===== src/hdl/dual_motor_sync_pid_defines.svh =====
// Assertion macros shared by the dual motor sync PID RTL
`ifndef DUAL_MOTOR_SYNC_PID_DEFINES_SVH
`define DUAL_MOTOR_SYNC_PID_DEFINES_SVH

// same-cycle implication, disabled during reset
`define ASSERT_IMP(label, ante, cons, msg) \
    label: assert property (@(posedge i_clk) disable iff (!i_rst_n) (ante) |-> (cons)) \
        else $error(msg);

// next-cycle implication, disabled during reset
`define ASSERT_NXT(label, ante, cons, msg) \
    label: assert property (@(posedge i_clk) disable iff (!i_rst_n) (ante) |=> (cons)) \
        else $error(msg);

`endif


===== src/hdl/dmsp_pkg.sv =====
// Types, widths and register codes for the dual motor sync PID block
package dmsp_pkg;

    localparam int POSITION_BITS      = 16;
    localparam int GAIN_W             = 16;
    localparam int LIMIT_W            = 15;
    localparam int SPEED_W            = 16;
    localparam int CFG_IDX_W          = 3;
    localparam int CFG_DATA_W         = 16;
    localparam int GAIN_FRACTION_BITS = 8;
    localparam int INTEGRAL_LIMIT     = 100;

    // error after sync compensation can reach about 1.5x full scale
    localparam int ERR_W  = POSITION_BITS + 2;
    localparam int DERR_W = ERR_W + 1;
    // widest product is gain times error difference, plus room for a 3-term sum
    localparam int SUM_W  = GAIN_W + 1 + DERR_W + 2;

    typedef enum logic [CFG_IDX_W-1:0] {
        CFG_LEFT_TARGET    = 3'd0,
        CFG_RIGHT_TARGET   = 3'd1,
        CFG_PROP_GAIN      = 3'd2,
        CFG_INTEG_GAIN     = 3'd3,
        CFG_DERIV_GAIN     = 3'd4,
        CFG_SPEED_LIMIT    = 3'd5,
        CFG_SYNC_THRESHOLD = 3'd6
    } t_cfg_idx;

    typedef struct packed {
        logic [POSITION_BITS-1:0] left_position;
        logic [POSITION_BITS-1:0] right_position;
    } t_in_item;

    typedef struct packed {
        logic signed [SPEED_W-1:0] left_speed;
        logic signed [SPEED_W-1:0] right_speed;
        logic                      sync_applied;
    } t_out_item;

    // stage load strobes shared by both lanes
    typedef struct packed {
        logic load_s2;
        logic load_s3;
        logic load_s4;
    } t_lane_ctrl;

endpackage


===== src/hdl/dmsp_merge.sv =====
// Output stage: saturates both lane results to the speed limit and holds the result
`include "dual_motor_sync_pid_defines.svh"

module dmsp_merge
    import dmsp_pkg::*;
(
    input  logic                    i_clk,
    input  logic                    i_rst_n,
    input  logic                    i_load,
    input  logic signed [SUM_W-1:0] i_left_quot,
    input  logic signed [SUM_W-1:0] i_right_quot,
    input  logic                    i_sync,
    input  logic [LIMIT_W-1:0]      i_speed_limit,
    output t_out_item               o_data
);

    logic signed [SUM_W-1:0] lim_pos;
    logic signed [SUM_W-1:0] lim_neg;
    t_out_item               n_data;
    t_out_item               r_data;

    function automatic logic signed [SPEED_W-1:0] sat(
        input logic signed [SUM_W-1:0] val,
        input logic signed [SUM_W-1:0] hi,
        input logic signed [SUM_W-1:0] lo
    );
        logic signed [SUM_W-1:0] res;
        if (val > hi) begin
            res = hi;
        end else if (val < lo) begin
            res = lo;
        end else begin
            res = val;
        end
        return SPEED_W'(res);
    endfunction

    always_comb begin
        lim_pos             = $signed(SUM_W'(i_speed_limit));
        lim_neg             = -lim_pos;
        n_data.left_speed   = sat(i_left_quot, lim_pos, lim_neg);
        n_data.right_speed  = sat(i_right_quot, lim_pos, lim_neg);
        n_data.sync_applied = i_sync;
    end

    always_ff @(posedge i_clk) begin
        if (i_load) begin
            r_data <= n_data;
        end
    end

    assign o_data = r_data;

    `ASSERT_NXT(a_left_in_limit, i_load,
        ($signed(r_data.left_speed) <= $signed({1'b0, $past(i_speed_limit)})) &&
        ($signed(r_data.left_speed) >= -$signed({1'b0, $past(i_speed_limit)})),
        "left speed beyond limit")

endmodule


===== config.mk =====
export PLATFORM = sky130hd
export DESIGN_NAME = dmsp_merge
export DESIGN_NICKNAME = d
export VERILOG_FILES = /design/src/hdl/dmsp_pkg.sv /design/src/hdl/dmsp_merge.sv
export VERILOG_INCLUDE_DIRS = /design/src /design/src/hdl
export SDC_FILE = /design/constraint.sdc
export NUM_CORES = 1
export LEC_CHECK = 0
export BUFFER_PORTS_ARGS = -buffer_cell sky130_fd_sc_hd__buf_2
export CAP_MARGIN = 10
export CORE_AREA = 2 2 105 107
export DETAILED_ROUTE_END_ITERATION = 8
export DIE_AREA = 0 0 107 109
export GPL_TIMING_DRIVEN = 0
export PLACE_DENSITY = 0.81
export SYNTH_ARGS = -nofsm -noshare
export SYNTH_HDL_FRONTEND = slang
export SYNTH_SLANG_ARGS = --single-unit

===== constraint.sdc =====
create_clock -name i_clk -period 5.13 [get_ports i_clk]
set_input_delay 0.513 -clock i_clk [delete_from_list [all_inputs] [get_ports i_clk]]
set_output_delay 0.513 -clock i_clk [all_outputs]
set_load 0.05 [all_outputs]

==> impl_metrics.ini <==
[cells_and_area]
multi_input_area_um2 = 4810
insertedDiodeCount = 0
layout.cells.non_filler = 989
seqCellArea_um2 = 991
final_layout_size_suffix_gt1_share_pct = 25.6
fillers = 912
largest_reg_flops = 33
nNetsFinal = 1036
syn_to_final_growth_pct = 22.0

[detailed_routing]
initialDrtViolationCount = 709
viasPerCell = 7.04
wl_per_cell_um = 23.3
wl_met2_um = 10800
vias = 6966
met3_length_um = 2250
drt_wl_total_um = 23000
drc_errors = 0
firstDrtPassIters = 5
wl_met1_um = 8890
ant_nets = 0
top_layer_used = met4

[global_routing]
grt_max_degree = 34
antenna_found_initial = 0
grt_pass1_vias = 6707
grt_overflow = 0
track_usage_pct = 39.4
grt_pass1_wl_um = 35400

[yosys]
syn_nets = 891
yosys.cell_types.count = 81
synth_area_leaders = ha_1 20%, edfxtp_1 17%, nand4_1 3.2%
synth_top_area_share_pct = 19.9
ys.flop_type = edfxtp_1
syn_inst = 703
synthArstFlopShare_pct = 0
syn_avg_cell_area_um2 = 8.32
synth-seq-area-share_pct = 17.0
yosys.area.top_type = ha_1
synth_warnings = 0
yosysMostFrequentCell = ha_1
synth_common_cells = 93 x ha_1, 45 x nor2_1, 42 x nand2_1
synth_edf_count = 33
synth_seq_cells = 33
syn_area_um2 = 5850

[setup_path]
cp-start-kind = primary input
end_kind = flop
crit_slowest_cell = nor4_4
path_class = primary input to flop
crit_arrival_ns = 5.13
max_stage_delay_ns = 0.42
crit_end = o_data[13]$_DFFE_PP_
crit_path_frequent_cell = buf_4
setup.worst_path.start = i_speed_limit[0]
cp_max_fo = 10
worstPathRequired_ns = 5.18
path_cells = buf_2, inv_1, ha_4, nor2b_4, and3_1, buf_2, nand4_1, buf_4, buf_4, nor3_4, ha_1, nand4_1, nor4_4, o21ai_1, a2111oi_4, buf_4, a41oi_4, nand2b_1, buf_4, o31a_1, buf_4, o21ai_1, a32o_1

[run_status]
outcome = finished clean

[sta]
fin_ws_ns = 0.0495
worst_pin_slew_ns = 1.23
setup_viol = 0
slew_headroom_pct = 17.4
slew_viol_final = 0
hold_viol_final = 0
finalCriticalPeriod_ns = 5.08
tns_ns = 0
fmax_mhz = 197
finalCritPeriodShare_pct = 99.0

[floorplanning]
io_pins = 128
rows = 38
core_area_um2 = 10600
die_area_um2 = 11700
die_y_um = 109
die_w_um = 107
start_util_pct = 55.1

[clock_tree]
cts_tree = yes
cts_root_buf = clkbuf_8
cts_made_buffers = 5
cts_htree_levels = 2
cts_buffer_depth = 2
cts_sinks = 33
clkTransAtPathRegs_ns = 0.08

[placed_design]
place_ws_ns = -1.88
dp.cells = 964
io_buffers = 121
place_congestion = 1.03
dp_hpwl_um = 17900

[power_and_ir_drop]
ir_worst_vdd_uv = 166
power.density_nw_per_um2 = 154
fin_total_pwr_mw = 1.10
p_leak_nw = 3.15

[hold_path]
hp-class = primary input to flop

[job]
cap_violations = 0
cell families after synthesis:
family	Yosys count	synth area share [%]
AO/OA/AOI/OAI	207	25.7
multiplexers	8	1.37
AND/OR/NAND/NOR	272	26.0
flip-flops	33	17.0
adder cells (fa/ha/maj)	95	20.3
XOR/XNOR	21	4.56
buffers and inverters	67	5.12
through the flow:
stage               utilization [%]  hold WS [ns]  instance area (µm²)
floorplan                         -         0.612                 5850
global placement               62.5         0.694                 6630
detailed placement             62.5         0.699                 6630
CTS                            66.1         0.387                 7010
global route                   67.3         0.388                 7130
finish                         67.3         0.388                 7130
area by class of cell:
| type | instances | share of cell area, % |
|---|---|---|
| Multi-Input combinational cell | 603 | 67.4 |
| Sequential cell | 33 | 13.9 |
| Timing Repair Buffer | 139 | 10.4 |
| Buffer | 39 | 2.74 |
| Tap cell | 140 | 2.46 |
| Inverter | 27 | 1.47 |
| Clock buffer | 5 | 0.965 |
| Clock inverter | 3 | 0.649 |
power breakdown:
part	internal [mW]	switching, mW	leakage, nW
Clock	0.146	0.120	0.0543
Combinational	0.164	0.338	2.77
Sequential	0.328	0.00574	0.323
Total	0.638	0.463	3.15
critical path: cells and delay by family:
family / cells / cell delay (ns)
buffers and inverters: 8 / 1.46
and+or+nand+nor: 7 / 1.45
AOI/OAI and AO/OA: 6 / 1.26
adders and majority gates: 2 / 0.42
layer usage:
layer	vias up	GRT usage, %
met5	-	0
met4	0	19.8
met3	100	5.26
met2	533	67.7
met1	3230	48.5
li1	3103	-
placed cells by master, fill, tap and decap left out, drive strengths merged, types with 6 or more instances in the layout:
cell type    n
nand3       32
a211oi       8
a21oi       29
nand4       30
mux2i        8
nor3        31
o211ai      10
clkbuf      30
xnor2       13
nor4        24
or3         16
or4         10
nor2        46
o21ai       54
xnor3        6
ha          93
buf        153
inv         22
a31oi       14
a2111oi      7
nand2       43
and3         8
nand2b      10
a21o        18
edfxtp      33
o2111ai      6
a32o         6
o311ai      12
worst min path at each step:
stage	depth (start not counted)	endpoint	start	slack [ns]
after floorplan	0	o_data[0]$_DFFE_PP_	i_sync	0.61
after global placement	1	o_data[0]$_DFFE_PP_	i_sync	0.69
after detailed placement	1	o_data[0]$_DFFE_PP_	i_sync	0.70
after CTS	1	o_data[0]$_DFFE_PP_	i_sync	0.39
after global routing	1	o_data[0]$_DFFE_PP_	i_sync	0.39
final	1	o_data[0]$_DFFE_PP_	i_sync	0.39
timing repair:
item | 4_1_cts | 5_1_grt
pin swaps | 5 | 11
resized for setup | 31 | 16
setup buffers | 11 | 7
setup endpoints to repair | 32 | 29
hold buffers | 0 | 0
Note: power is estimated with default switching activity, not from simulation.
