<file path="src/hdl/dual_motor_sync_pid_defines.svh">
// Assertion macros shared by the dual motor sync PID RTL
`ifndef DUAL_MOTOR_SYNC_PID_DEFINES_SVH
`define DUAL_MOTOR_SYNC_PID_DEFINES_SVH

// same-cycle implication, disabled during reset
`define ASSERT_IMP(label, ante, cons, msg) \
    label: assert property (@(posedge i_clk) disable iff (!i_rst_n) (ante) |-> (cons)) \
        else $error(msg);

// next-cycle implication, disabled during reset
`define ASSERT_NXT(label, ante, cons, msg) \
    label: assert property (@(posedge i_clk) disable iff (!i_rst_n) (ante) |=> (cons)) \
        else $error(msg);

`endif

</file>
<file path="src/hdl/dmsp_pkg.sv">
// Types, widths and register codes for the dual motor sync PID block
package dmsp_pkg;

    localparam int POSITION_BITS      = 16;
    localparam int GAIN_W             = 16;
    localparam int LIMIT_W            = 15;
    localparam int SPEED_W            = 16;
    localparam int CFG_IDX_W          = 3;
    localparam int CFG_DATA_W         = 16;
    localparam int GAIN_FRACTION_BITS = 8;
    localparam int INTEGRAL_LIMIT     = 100;

    // error after sync compensation can reach about 1.5x full scale
    localparam int ERR_W  = POSITION_BITS + 2;
    localparam int DERR_W = ERR_W + 1;
    // widest product is gain times error difference, plus room for a 3-term sum
    localparam int SUM_W  = GAIN_W + 1 + DERR_W + 2;

    typedef enum logic [CFG_IDX_W-1:0] {
        CFG_LEFT_TARGET    = 3'd0,
        CFG_RIGHT_TARGET   = 3'd1,
        CFG_PROP_GAIN      = 3'd2,
        CFG_INTEG_GAIN     = 3'd3,
        CFG_DERIV_GAIN     = 3'd4,
        CFG_SPEED_LIMIT    = 3'd5,
        CFG_SYNC_THRESHOLD = 3'd6
    } t_cfg_idx;

    typedef struct packed {
        logic [POSITION_BITS-1:0] left_position;
        logic [POSITION_BITS-1:0] right_position;
    } t_in_item;

    typedef struct packed {
        logic signed [SPEED_W-1:0] left_speed;
        logic signed [SPEED_W-1:0] right_speed;
        logic                      sync_applied;
    } t_out_item;

    // stage load strobes shared by both lanes
    typedef struct packed {
        logic load_s2;
        logic load_s3;
        logic load_s4;
    } t_lane_ctrl;

endpackage

</file>
<file path="src/hdl/dmsp_lane.sv">
// One motor's PID lane: integral/derivative state, gain products, scaled sum
`include "dual_motor_sync_pid_defines.svh"

module dmsp_lane
    import dmsp_pkg::*;
#(
    parameter int GAIN_FRACTION_BITS = dmsp_pkg::GAIN_FRACTION_BITS,
    parameter int INTEGRAL_LIMIT     = dmsp_pkg::INTEGRAL_LIMIT
) (
    input  logic                    i_clk,
    input  logic                    i_rst_n,
    input  t_lane_ctrl              i_ctrl,
    input  logic signed [ERR_W-1:0] i_err,
    input  logic [GAIN_W-1:0]       i_prop_gain,
    input  logic [GAIN_W-1:0]       i_integ_gain,
    input  logic [GAIN_W-1:0]       i_deriv_gain,
    output logic signed [SUM_W-1:0] o_quot
);

    localparam int INT_W = $clog2(INTEGRAL_LIMIT + 1) + 1;
    localparam int ACC_W = ERR_W + 1;
    localparam int PP_W  = GAIN_W + 1 + ERR_W;
    localparam int PI_W  = GAIN_W + 1 + INT_W;
    localparam int PD_W  = GAIN_W + 1 + DERR_W;

    localparam logic signed [ACC_W-1:0] LIM_POS = ACC_W'(INTEGRAL_LIMIT);
    localparam logic signed [ACC_W-1:0] LIM_NEG = -ACC_W'(INTEGRAL_LIMIT);
    localparam logic signed [SUM_W-1:0] RND     =
        SUM_W'((64'sd1 <<< GAIN_FRACTION_BITS) - 64'sd1);

    logic signed [INT_W-1:0]  r_integ;
    logic signed [ERR_W-1:0]  r_prev;
    logic signed [ACC_W-1:0]  acc;
    logic signed [INT_W-1:0]  n_integ;
    logic signed [DERR_W-1:0] derr;

    logic signed [ERR_W-1:0]  r_err_s2;
    logic signed [INT_W-1:0]  r_acc_s2;
    logic signed [DERR_W-1:0] r_derr_s2;

    logic signed [PP_W-1:0]   r_pp;
    logic signed [PI_W-1:0]   r_pi;
    logic signed [PD_W-1:0]   r_pd;

    logic signed [SUM_W-1:0]  sum;
    logic signed [SUM_W-1:0]  biased;
    logic signed [SUM_W-1:0]  r_quot;

    always_comb begin
        acc = ACC_W'(r_integ) + ACC_W'(i_err);
        if (acc > LIM_POS) begin
            n_integ = INT_W'(LIM_POS);
        end else if (acc < LIM_NEG) begin
            n_integ = INT_W'(LIM_NEG);
        end else begin
            n_integ = INT_W'(acc);
        end
        derr = DERR_W'(i_err) - DERR_W'(r_prev);
    end

    always_ff @(posedge i_clk) begin
        if (!i_rst_n) begin
            r_integ <= '0;
            r_prev  <= '0;
        end else if (i_ctrl.load_s2) begin
            r_integ <= n_integ;
            r_prev  <= i_err;
        end
    end

    always_ff @(posedge i_clk) begin
        if (i_ctrl.load_s2) begin
            r_err_s2  <= i_err;
            r_acc_s2  <= n_integ;
            r_derr_s2 <= derr;
        end
    end

    always_ff @(posedge i_clk) begin
        if (i_ctrl.load_s3) begin
            r_pp <= $signed({1'b0, i_prop_gain})  * r_err_s2;
            r_pi <= $signed({1'b0, i_integ_gain}) * r_acc_s2;
            r_pd <= $signed({1'b0, i_deriv_gain}) * r_derr_s2;
        end
    end

    // divide by 2^F truncating toward zero: bias negatives before the shift
    always_comb begin
        sum    = SUM_W'(r_pp) + SUM_W'(r_pi) + SUM_W'(r_pd);
        biased = sum + (sum[SUM_W-1] ? RND : '0);
    end

    always_ff @(posedge i_clk) begin
        if (i_ctrl.load_s4) begin
            r_quot <= biased >>> GAIN_FRACTION_BITS;
        end
    end

    assign o_quot = r_quot;

    `ASSERT_IMP(a_integ_bound, 1'b1,
        (ACC_W'(r_integ) <= LIM_POS) && (ACC_W'(r_integ) >= LIM_NEG),
        "integral left its clamp range")

endmodule

</file>
<file path="config.mk">
export PLATFORM = sky130hd
export DESIGN_NAME = dmsp_lane
export DESIGN_NICKNAME = d
export VERILOG_FILES = /design/src/hdl/dmsp_pkg.sv /design/src/hdl/dmsp_lane.sv
export VERILOG_INCLUDE_DIRS = /design/src /design/src/hdl
export SDC_FILE = /design/constraint.sdc
export NUM_CORES = 2
export LEC_CHECK = 0
export BUFFER_PORTS_ARGS = -buffer_cell sky130_fd_sc_hd__buf_4
export CORE_MARGIN = 3
export CORE_UTILIZATION = 55
export DETAILED_ROUTE_END_ITERATION = 8
export GPL_TIMING_DRIVEN = 0
export PLACE_DENSITY = 0.78
export REMOVE_ABC_BUFFERS = 1
export SLEW_MARGIN = 20
export SYNTH_ARGS = -nofsm -noshare
export SYNTH_HDL_FRONTEND = slang
export SYNTH_SLANG_ARGS = --single-unit
</file>
<file path="constraint.sdc">
create_clock -name i_clk -period 9.7 [get_ports i_clk]
set_input_delay 0.97 -clock i_clk [delete_from_list [all_inputs] [get_ports i_clk]]
set_output_delay 0.97 -clock i_clk [all_outputs]
set_load 0.005 [all_outputs]
</file>
==> Flow_metrics.wiki <==
{| class="wikitable"
! Metric !! Value
|-
| Result of the run || finished clean
|-
| Postcts setup bufs || 0
|-
| Final setup violation count || 0
|-
| Hold-fix buffers, CTS || 0
|-
| Clock period minus final worst setup slack || 7.51 ns
|-
| Post-synthesis instance total || 4003
|-
| Max-cap check violation count || 0
|-
| Aggregate routed wire length || 87000 um
|-
| Kind of cell adding the most delay to the critical path || compound AO/OA/AOI/OAI gates
|-
| Final core utilization || 0.585
|-
| Max stage delay on crit path || 0.89 ns
|-
| Floorplan die area || 0.0727 mm^2
|-
| Maximum frequency from static timing analysis || 0.133 GHz
|-
| Crit-path slowest cell || sky130_fd_sc_hd__edfxtp_1
|-
| Count of flip-flops with a built-in enable after synthesis || 171
|-
| Number of warnings printed during yosys synthesis || 0
|-
| Min-Delay Path Depth || 1
|-
| Y dimension of the die || 270 um
|-
| Area growth syn-to-layout || 5.13%
|-
| Worst Reg2Reg Path Length in Cells || 21
|-
| Top-level I/O count || 109
|-
| RSZ-0062 raised after global routing || false
|-
| CTS-repair resized insts || 0
|-
| Largest area contributor in the netlist || sky130_fd_sc_hd__fa_1
|-
| Timing startpoint of the critical path || r_pi[24]
|-
| Number of global-route vias before repair || 28600
|-
| Ranking of synthesized cells by area || sky130_fd_sc_hd__fa_1 38%, sky130_fd_sc_hd__edfxtp_1 13%, sky130_fd_sc_hd__ha_1 10%
|-
| Detailed-route wire length per cell || 17.6 um
|-
| Wire length of the first global-routing pass || 145000 um
|-
| Synth top cells by count || 930 x sky130_fd_sc_hd__inv_1, 724 x sky130_fd_sc_hd__fa_1, 460 x sky130_fd_sc_hd__nand2_1
|-
| CTS tree || done
|-
| Seq/Total Area, Yosys || 0.148
|-
| Worst hold path class || reg -> reg
|-
| Detailed Routing Iterations Pass 1 || 5
|-
| Minimum setup slack in the final design || 2.19 ns
|-
| Slew margin rel. || 0.275
|-
| Worst Tran Pin Value || 1.08 ns
|-
| Clk buf depth || 2
|-
| Startpoint of the most critical register-to-register path || r_pi[24]
|-
| Starting Density || 0.556
|-
| Number of synthesized register bits || 197
|-
| Final hold slack || 0.519 ns
|-
| Arrival time of data at the critical path endpoint || 7.70 ns
|-
| Yosys top cell area share || 0.379
|-
| Required time of the critical path || 9.89 ns
|-
| GRT overflow || 0
|-
| Prevailing post-synth register cell || sky130_fd_sc_hd__edfxtp_1
|-
| Number of max-slew violations in the final report || 0
|-
| CP Depth || 21
|-
| Pin count of the biggest net entering global routing || 97
|-
| Iter 0 DRT Violations || 1968
|-
| Cells traversed along the worst timing path || fa_1 > ha_1 > a21oi_1 > o21ai_0 > a2111o_1 > a31oi_1 > o211ai_1 > xnor2_1 > inv_1 > ha_1 > o21ai_0 > a21oi_1 > nor2_1 > nor3_1 > nand3_1 > mux2i_1 > o2111a_2 > nand3_4 > or4b_4 > nor4_2 > xnor2_1
|-
| Fin Clk Skew || 0.0126 ns
|-
| Gr usage total || 0.249
|-
| Start-to-end type of the worst setup path || reg -> reg
|-
| Synth Cell Area || 0.0382 mm^2
|-
| Setup slack after placement || 2.09 ns
|-
| Category of the worst setup path capture point || flip-flop
|-
| Final total negative setup slack || 0 ns
|-
| Total via count in the routed design || 27000
|-
| Leading cell type by number of instances after synthesis || sky130_fd_sc_hd__inv_1
|-
| Number of rows created at floorplan || 96
|-
| Count of cell types in the netlist || 95
|-
| Final ANT Viol Nets || 0
|-
| Width of the die || 270 um
|-
| Async set-reset flop share out of synthesis || 0
|-
| Initial antenna violation count || 5
|-
| Share of post-route cells with drive strength above 1 || 0.0476
|-
| Final worst path period share || 0.774
|-
| Count of nets after finishing || 5110
|-
| Floorplan Core Area || 0.0687 mm^2
|-
| Clock Root Buffer || sky130_fd_sc_hd__clkbuf_16
|-
| CP Max Fanout || 12
|-
| Critical path launch point type || flip-flop
|-
| H-tree depth || 4
|-
| Number of buffers created by CTS || 17
|-
| Syn avg cell area || 9.55 um^2
|-
| Worst-path clk slew || 0.07 ns
|-
| Number of buffers and inverters on the critical path || 1
|-
| Clock Sink Count || 197
|-
| Post-route DRC || 0
|-
| Routability cong. || 0.918
|-
| Count of buffers from port buffering || 108
|-
| Source-to-sink clock delay at the later pin of the worst-skew pair || 0.46 ns
|-
| Hold Crit Start || r_integ[0]
|-
| Count of final hold-check violations || 0
|-
| Via density per instance || 5.46
|-
| HPWL after DPL || 70300 um
|}
[routing by layer]
| metal | vias up | track usage | share of wire |
|---|---|---|---|
| met4 | 6 | 0.0828 | 0.034 |
| met3 | 182 | 0.0388 | 0.063 |
| li1 | 12300 | - | - |
| met5 | - | 0 | 0.00053 |
| met2 | 865 | 0.427 | 0.50 |
| met1 | 13600 | 0.325 | 0.40 |
[per-stage QoR]
stage | area [um^2] | cells
after floorplan | 37700 | 3871
after global placement | 39600 | 4910
after detailed placement | 39600 | 4910
after CTS | 40200 | 4942
after global routing | 40200 | 4942
final | 40200 | 4943
[sequential cells by signal, summed over array words and instances (netlist names)]
name	flops
r_integ	8
r_pi	25
r_prev	18
r_pd	36
o_quot	30
r_err_s2	18
r_acc_s2	8
r_pp	35
r_derr_s2	19
[final cells by class]
type,instances,area [um^2]
diodes,1,2.50
clock buffers,18,429
clock inverters,14,129
fillers,5878,28500
inverters,931,3490
multi-input cells,2743,28500
flip-flops and latches,197,5660
well taps,931,1160
repair buffers,108,815
[path summary, 6_finish.rpt]
| path | slack, ns | endpoint |
|---|---|---|
| worst min-delay path | 0.52 | r_integ[0] |
| worst max register to register | 2.19 | o_quot[28] |
| worst max-delay path | 2.19 | o_quot[28] |
| worst min register to register | 0.52 | r_integ[0] |
[cell usage in the layout (no fill, tap or decap), types with 11 or more instances in the layout]
cell type | synthesis | final
sky130_fd_sc_hd__inv_1 | 930 | 930
sky130_fd_sc_hd__fa_1 | 724 | 724
sky130_fd_sc_hd__nand2_1 | 460 | 460
sky130_fd_sc_hd__and2_1 | 319 | 319
sky130_fd_sc_hd__ha_1 | 317 | 317
sky130_fd_sc_hd__edfxtp_1 | 171 | 171
sky130_fd_sc_hd__xnor2_1 | 122 | 122
sky130_fd_sc_hd__a21oi_1 | 115 | 115
sky130_fd_sc_hd__buf_4 | 10 | 107
sky130_fd_sc_hd__nor2_1 | 97 | 97
sky130_fd_sc_hd__o21ai_0 | 58 | 58
sky130_fd_sc_hd__a21o_1 | 53 | 53
sky130_fd_sc_hd__xor2_1 | 46 | 46
sky130_fd_sc_hd__nor2b_1 | 38 | 38
sky130_fd_sc_hd__nand2b_1 | 35 | 35
sky130_fd_sc_hd__nor3_1 | 29 | 29
sky130_fd_sc_hd__nand3_1 | 28 | 28
sky130_fd_sc_hd__dfxtp_1 | 26 | 26
sky130_fd_sc_hd__o21a_1 | 25 | 25
sky130_fd_sc_hd__mux2i_1 | 22 | 22
sky130_fd_sc_hd__and3_1 | 18 | 18
sky130_fd_sc_hd__nand4_1 | 17 | 17
sky130_fd_sc_hd__clkbuf_16 | 0 | 17
sky130_fd_sc_hd__o21bai_1 | 14 | 14
sky130_fd_sc_hd__a31oi_1 | 14 | 14
sky130_fd_sc_hd__or2_2 | 12 | 12
sky130_fd_sc_hd__or3_1 | 12 | 12
sky130_fd_sc_hd__o211ai_1 | 11 | 11
[cells by family after synthesis]
kind of cell / share of synthesized area
compound gates: 0.0732
xor+xnor: 0.0392
fa+ha+maj: 0.483
buf+inv: 0.107
flops: 0.148
mux: 0.00635
simple gates: 0.144
Power is not shown: default switching activity piles up to over one toggle a cycle in this logic, so the estimate is an artifact.
